--- src/hdl/tsd_pkg.sv ---
// Shared types and constants for the TGA image stream decoder.
// No dependencies; the files that use it refer to this package by scoped names.
`default_nettype none

package tsd_pkg;

   localparam int PAL_ENTRIES     = 256;
   localparam int PAL_AW          = $clog2(PAL_ENTRIES);
   localparam int PAL_ENTRY_BYTES = 3;
   localparam int HDR_BYTES       = 18;
   localparam int HDR_AW          = $clog2(HDR_BYTES);

   // result kinds
   localparam logic [1:0] KIND_ACCEPT = 2'd0;
   localparam logic [1:0] KIND_REJECT = 2'd1;
   localparam logic [1:0] KIND_PIXEL  = 2'd2;

   // header codes
   localparam logic [7:0] TYPE_RLE_BIT   = 8'h08;
   localparam logic [2:0] TYPE_NONE      = 3'd0;
   localparam logic [2:0] TYPE_GRAY      = 3'd3;
   localparam logic [7:0] DESC_TOP_DOWN  = 8'd32;
   localparam logic [7:0] DESC_BOTTOM_UP = 8'd8;
   localparam logic [7:0] BITS_INDEXED   = 8'd8;
   localparam logic [7:0] BITS_BGR       = 8'd24;
   localparam logic [7:0] BITS_BGRA      = 8'd32;
   localparam logic [7:0] MAP_PRESENT    = 8'd1;
   localparam logic [4:0] MAP_BYTES_BGR  = 5'd3;
   localparam logic [7:0] ALPHA_OPAQUE   = 8'hFF;

   // CSR map
   localparam int          CSR_AW          = 3;
   localparam logic [2:0]  CSR_FILE_LENGTH = 3'd0;

   typedef struct packed {
      logic [7:0]  ident;
      logic [7:0]  map_type;
      logic [7:0]  img_type;
      logic [15:0] map_start;
      logic [15:0] map_len;
      logic [7:0]  map_bits;
      logic [15:0] width;
      logic [15:0] height;
      logic [7:0]  bits;
      logic [7:0]  desc;
   } hdr_type;

   typedef struct packed {
      logic        ok;
      logic [17:0] pal_off;
      logic [18:0] pal_end;
      logic [21:0] img_off;
   } geom_type;

   typedef struct packed {
      logic [1:0]  kind;
      logic [15:0] image_width;
      logic [15:0] image_height;
      logic [15:0] row;
      logic [15:0] column;
      logic [7:0]  blue;
      logic [7:0]  green;
      logic [7:0]  red;
      logic [7:0]  alpha;
      logic        last_pixel;
   } rsp_type;

endpackage

`default_nettype wire

--- src/hdl/tsd_hdr_check.sv ---
// Header check sequencer: offsets and image size first, then acceptance.
// Depends on tsd_pkg.
`default_nettype none

module tsd_hdr_check (
   input  wire logic             clock,
   input  wire logic             reset,
   input  wire logic             start,
   input  wire tsd_pkg::hdr_type hdr,
   input  wire logic [31:0]      file_len,
   output logic                  done,
   output tsd_pkg::geom_type     geom
);

   typedef enum logic [1:0] {CK_IDLE, CK_MUL, CK_SUM, CK_CMP} ck_state_type;

   ck_state_type state_ff;
   logic [31:0]  wh_ff;
   logic [23:0]  map_bits_ff;
   logic [39:0]  img_bits_ff;
   logic         done_ff;
   tsd_pkg::geom_type geom_ff;

   logic [37:0] img_end;
   logic        type_ok, bits_ok, desc_ok, pal_ok, len_ok, ok;

   always_comb begin
      img_end = 38'(geom_ff.img_off) + 38'(img_bits_ff[39:3]);
      len_ok  = file_len >= 32'(tsd_pkg::HDR_BYTES);
      type_ok = ((hdr.img_type & tsd_pkg::TYPE_RLE_BIT) == 8'd0)
             && (hdr.img_type[2:0] != tsd_pkg::TYPE_NONE)
             && (hdr.img_type[2:0] != tsd_pkg::TYPE_GRAY);
      desc_ok = (hdr.desc == tsd_pkg::DESC_TOP_DOWN) || (hdr.desc == tsd_pkg::DESC_BOTTOM_UP);
      pal_ok  = (hdr.bits == tsd_pkg::BITS_INDEXED) && (hdr.map_type == tsd_pkg::MAP_PRESENT)
             && (hdr.map_bits[7:3] == tsd_pkg::MAP_BYTES_BGR)
             && ({13'd0, geom_ff.pal_end} <= file_len);
      bits_ok = (hdr.bits == tsd_pkg::BITS_BGR) || (hdr.bits == tsd_pkg::BITS_BGRA) || pal_ok;
      ok      = len_ok && type_ok && (img_end <= {6'd0, file_len}) && desc_ok && bits_ok;
   end

   always_ff @(posedge clock) begin
      if (reset) begin
         state_ff <= CK_IDLE;
         done_ff  <= 1'b0;
      end else begin
         done_ff <= 1'b0;
         unique case (state_ff)
            CK_IDLE: begin
               if (start) begin
                  state_ff <= CK_MUL;
               end
            end
            CK_MUL: begin
               wh_ff           <= {16'd0, hdr.width} * {16'd0, hdr.height};
               map_bits_ff     <= {8'd0, hdr.map_len} * {16'd0, hdr.map_bits};
               geom_ff.pal_off <= 18'(tsd_pkg::HDR_BYTES) + {2'd0, hdr.map_start}
                                + {10'd0, hdr.ident};
               state_ff        <= CK_SUM;
            end
            CK_SUM: begin
               img_bits_ff     <= {8'd0, wh_ff} * {32'd0, hdr.bits};
               geom_ff.img_off <= {4'd0, geom_ff.pal_off} + {1'd0, map_bits_ff[23:3]};
               geom_ff.pal_end <= {1'd0, geom_ff.pal_off}
                                + 19'({3'd0, hdr.map_len} * 19'(tsd_pkg::PAL_ENTRY_BYTES));
               state_ff        <= CK_CMP;
            end
            CK_CMP: begin
               geom_ff.ok <= ok;
               done_ff    <= 1'b1;
               state_ff   <= CK_IDLE;
            end
            default: state_ff <= CK_IDLE;
         endcase
      end
   end

   assign done = done_ff;
   assign geom = geom_ff;

endmodule

`default_nettype wire

--- config.mk ---
export PLATFORM = sky130hd
export DESIGN_NAME = tsd_hdr_check
export DESIGN_NICKNAME = d
export VERILOG_FILES = /design/src/hdl/tsd_pkg.sv /design/src/hdl/tsd_hdr_check.sv
export SDC_FILE = /design/constraint.sdc
export NUM_CORES = 2
export LEC_CHECK = 0
export BUFFER_PORTS_ARGS = -buffer_cell sky130_fd_sc_hd__clkbuf_2
export CAP_MARGIN = 20
export CORE_MARGIN = 2
export CORE_UTILIZATION = 55
export CTS_CLUSTER_DIAMETER = 30
export DETAILED_ROUTE_END_ITERATION = 8
export PLACE_DENSITY = 0.82
export SETUP_SLACK_MARGIN = 0.05
export SYNTH_ARGS = -nofsm -noshare
export SYNTH_HDL_FRONTEND = slang
export SYNTH_SLANG_ARGS = --single-unit
--- constraint.sdc ---
create_clock -name clock -period 17.85 [get_ports clock]
set_input_delay 0 -clock clock [delete_from_list [all_inputs] [get_ports clock]]
set_output_delay 0 -clock clock [all_outputs]
set_load 0.01 [all_outputs]
==> reports/metrics.yaml <==
global_routing:
  antenna_found_initial: 0
  grt_usage_pct: 26.3
  grt_pass1_vias: 23500
  grt_max_degree: 79
  grt_pass1_wl_um: 118000
  grt_overflow: 0
sta:
  fin_crit_sh_pct: 33.8
  tightest_slew_ns: 0.939
  relSlewSlack_pct: 37.4
  skew_ns: 0.0108
  grt_setup_unrepaired: "false"
  drv_slew: 0
  fin_tns_setup_ns: 0
  setup_viol: 0
  hold_viol: 0
  period_minus_slack_ns: 6.04
  fmax_ghz: 0.166
logic_synthesis:
  synth_compound_area_share_pct: 8.58
  netlist.area_leader.share_pct: 32.2
  synth.yosys.seq_area_share_pct: 15.3
  synth.avg_cell_area_um2: 9.35
  synth_most_common_cell: "inv_1"
  synth_top_family_by_area: "adder cells"
  syn_nets: 4124
  synth_seq_cells: 152
  ys_types: 71
  yosys.area_share.simple_pct: 17.0
  synth_edf_count: 149
  synth_xor_area_share_pct: 4.23
  synthTopCellsByCount: "inv_1 (587), fa_1 (477), nand2_1 (400)"
  synthTopCellsByArea: "fa_1 (32%), edfxtp_1 (15%), ha_1 (14%)"
  synth_area_um2: 29600
  synth_top_cell_by_area: "fa_1"
  ys_async_sr_fraction_pct: 0
  synth-main-ff-cell: "edfxtp_1"
  ys.warnings.count: 0
  muxShareOfSynthArea_pct: 0.135
  synthAdderAreaFrac_pct: 46.3
  syn_inst: 3167
clocking:
  cts_setup_buffers: 0
  cts.clk_slew.worst_paths_ns: 0.07
  cts_tree: "yes"
  cts_hold_buf: 15
  cts_resized: 0
  clock_latency_ns: 0.46
  h-tree-depth: 4
  cts_sinks: 152
  clk_path_buf_depth: 2
  cts_root_buf: "clkbuf_16"
  numCtsBuffers: 17
drt:
  remaining_drc_errors: 0
  via_count: 22400
  antenna_left: 0
  dr.first_iter.drc_count: 1539
  wl_um: 70200
  via_per_inst: 5.56
  wl_per_cell_um: 17.4
  drt_pass1_iterations: 7
setup_path:
  slowest_stage: "fa_1"
  critPathRequiredTime_ns: 18.06
  cpPeakStageDelay_ns: 0.60
  crit_path_end_kind: "register"
  crit_type: "in -> reg"
  worstSetupStartpointType: "input port"
  arrival_ns: 6.24
  crit_chain: "clkbuf_2 > and2_1 > fa_1 > inv_1 > fa_1 > fa_1 > inv_1 > fa_1 > fa_1 > inv_1 > fa_1 > inv_1 > ha_1 > and3_4 > and3_1 > a211o_1 > a31o_1 > a21o_1 > a2111oi_2 > o41ai_1 > a21oi_2 > xnor2_1"
  crit_start: "hdr[39]"
  cp_max_fo: 16
  r2r-start: "wh_ff[16]"
  cp_common_cell: "fa_1"
place:
  io_buffers: 202
  dp_hpwl_um: 56000
  gp_congestion: 0.892
finish:
  antenna_cells: 0
  drive_above_1_share_pct: 7.69
  nets: 4287
  areaGrowthSynthToFinish_pct: 8.11
floorplan:
  ios: 208
  dieArea_um2: 55700
  core_area_um2: 53500
  rows: 85
  fp.dieH_um: 236
  die-width_um: 236
  start_util_pct: 55.4
worst_hold_path:
  hp-start: "hdr[80]"
  hp-class: "in -> reg"
run_status:
  status: "finished, final reports clean"
job:
  maxCapViolations: 0
==> per-layer routing <==
metal	vias to the layer above	global-route usage [%]	part of all wire (%)
li1	10400	-	-
met1	10900	35.6	42
met2	911	43.7	47
met3	132	4.46	8.3
met4	0	7.66	2.3
met5	-	0	0
==> cell type report <==
class / count / area, µm²
clock inverters: 15 / 196
well taps: 696 / 871
inverters: 587 / 2200
repair buffers: 220 / 1180
clock buffers: 17 / 425
flip-flops and latches: 152 / 4530
fillers: 4429 / 21500
multi-input cells: 2352 / 22600
==> registers in the layout (all words and copies together) (netlist names) <==
name         flops
geom            59
img_bits_ff     37
wh_ff           32
map_bits_ff     21
state_ff         2
done             1
==> cells by family (layout without fill, tap and decap cells) <==
| kind of cell | count (synthesis) | after routing |
|---|---|---|
| AND/OR/NAND/NOR | 1008 | 1008 |
| buffers and inverters | 663 | 839 |
| XOR/XNOR | 143 | 143 |
| multiplexers | 4 | 4 |
| other | 1 | 1 |
| adder cells (fa/ha/maj) | 810 | 810 |
| flip-flops | 152 | 152 |
| AO/OA/AOI/OAI | 386 | 386 |
==> cells in the final DEF, fill, tap and decap left out, types with 15 or more instances in the layout <==
master	Yosys	layout
inv_1	587	587
nand2b_1	19	19
xnor2_1	114	114
o21a_1	22	22
and2_1	320	320
nor2b_1	26	24
edfxtp_1	149	149
and3_1	23	23
fa_1	477	477
o21ai_0	59	59
a211oi_1	18	18
a21oi_1	115	115
nand3_1	44	44
nand4_1	18	18
dlygate4sd3_1	0	15
nand2_1	400	400
o21ai_1	16	16
a21o_1	52	52
nor2_1	81	81
clkbuf_2	0	202
clkbuf_16	0	17
nor3_1	35	35
xor2_1	29	29
ha_1	333	333
==> metrics by stage <==
step / hold WS, ns / instances / cell area, µm² / util (%) / worst slack, ns
after floorplan: 0.0716 / 3167 / 29600 / - / 11.89
after global placement: 0.300 / 3992 / 31200 / 58.4 / 11.41
after detailed placement: 0.315 / 3992 / 31200 / 58.4 / 11.38
after CTS: 0.0285 / 4039 / 32000 / 59.9 / 11.86
after global routing: 0.0778 / 4039 / 32000 / 59.9 / 11.54
final: 0.0501 / 4039 / 32000 / 59.9 / 11.81
==> final timing paths <==
kind                     end  slack (ns)  cells past startpoint
min reg2reg      state_ff[1]        0.56                      2
min                 geom[49]        0.05                      3
max reg2reg  img_bits_ff[36]       12.26                     18
max                wh_ff[27]       11.81                     22
==> worst max-delay path, delay by kind of cell <==
family	cells	cell delay, ns
buffers and inverters	5	0.53
xor gates and xnor gates	1	0.08
adders and majority gates	7	3.55
and+or+nand+nor	3	0.66
AOI/OAI and AO/OA	6	1.43
Power is not shown: default switching activity piles up to over one toggle a cycle in this logic, so the estimate is an artifact.
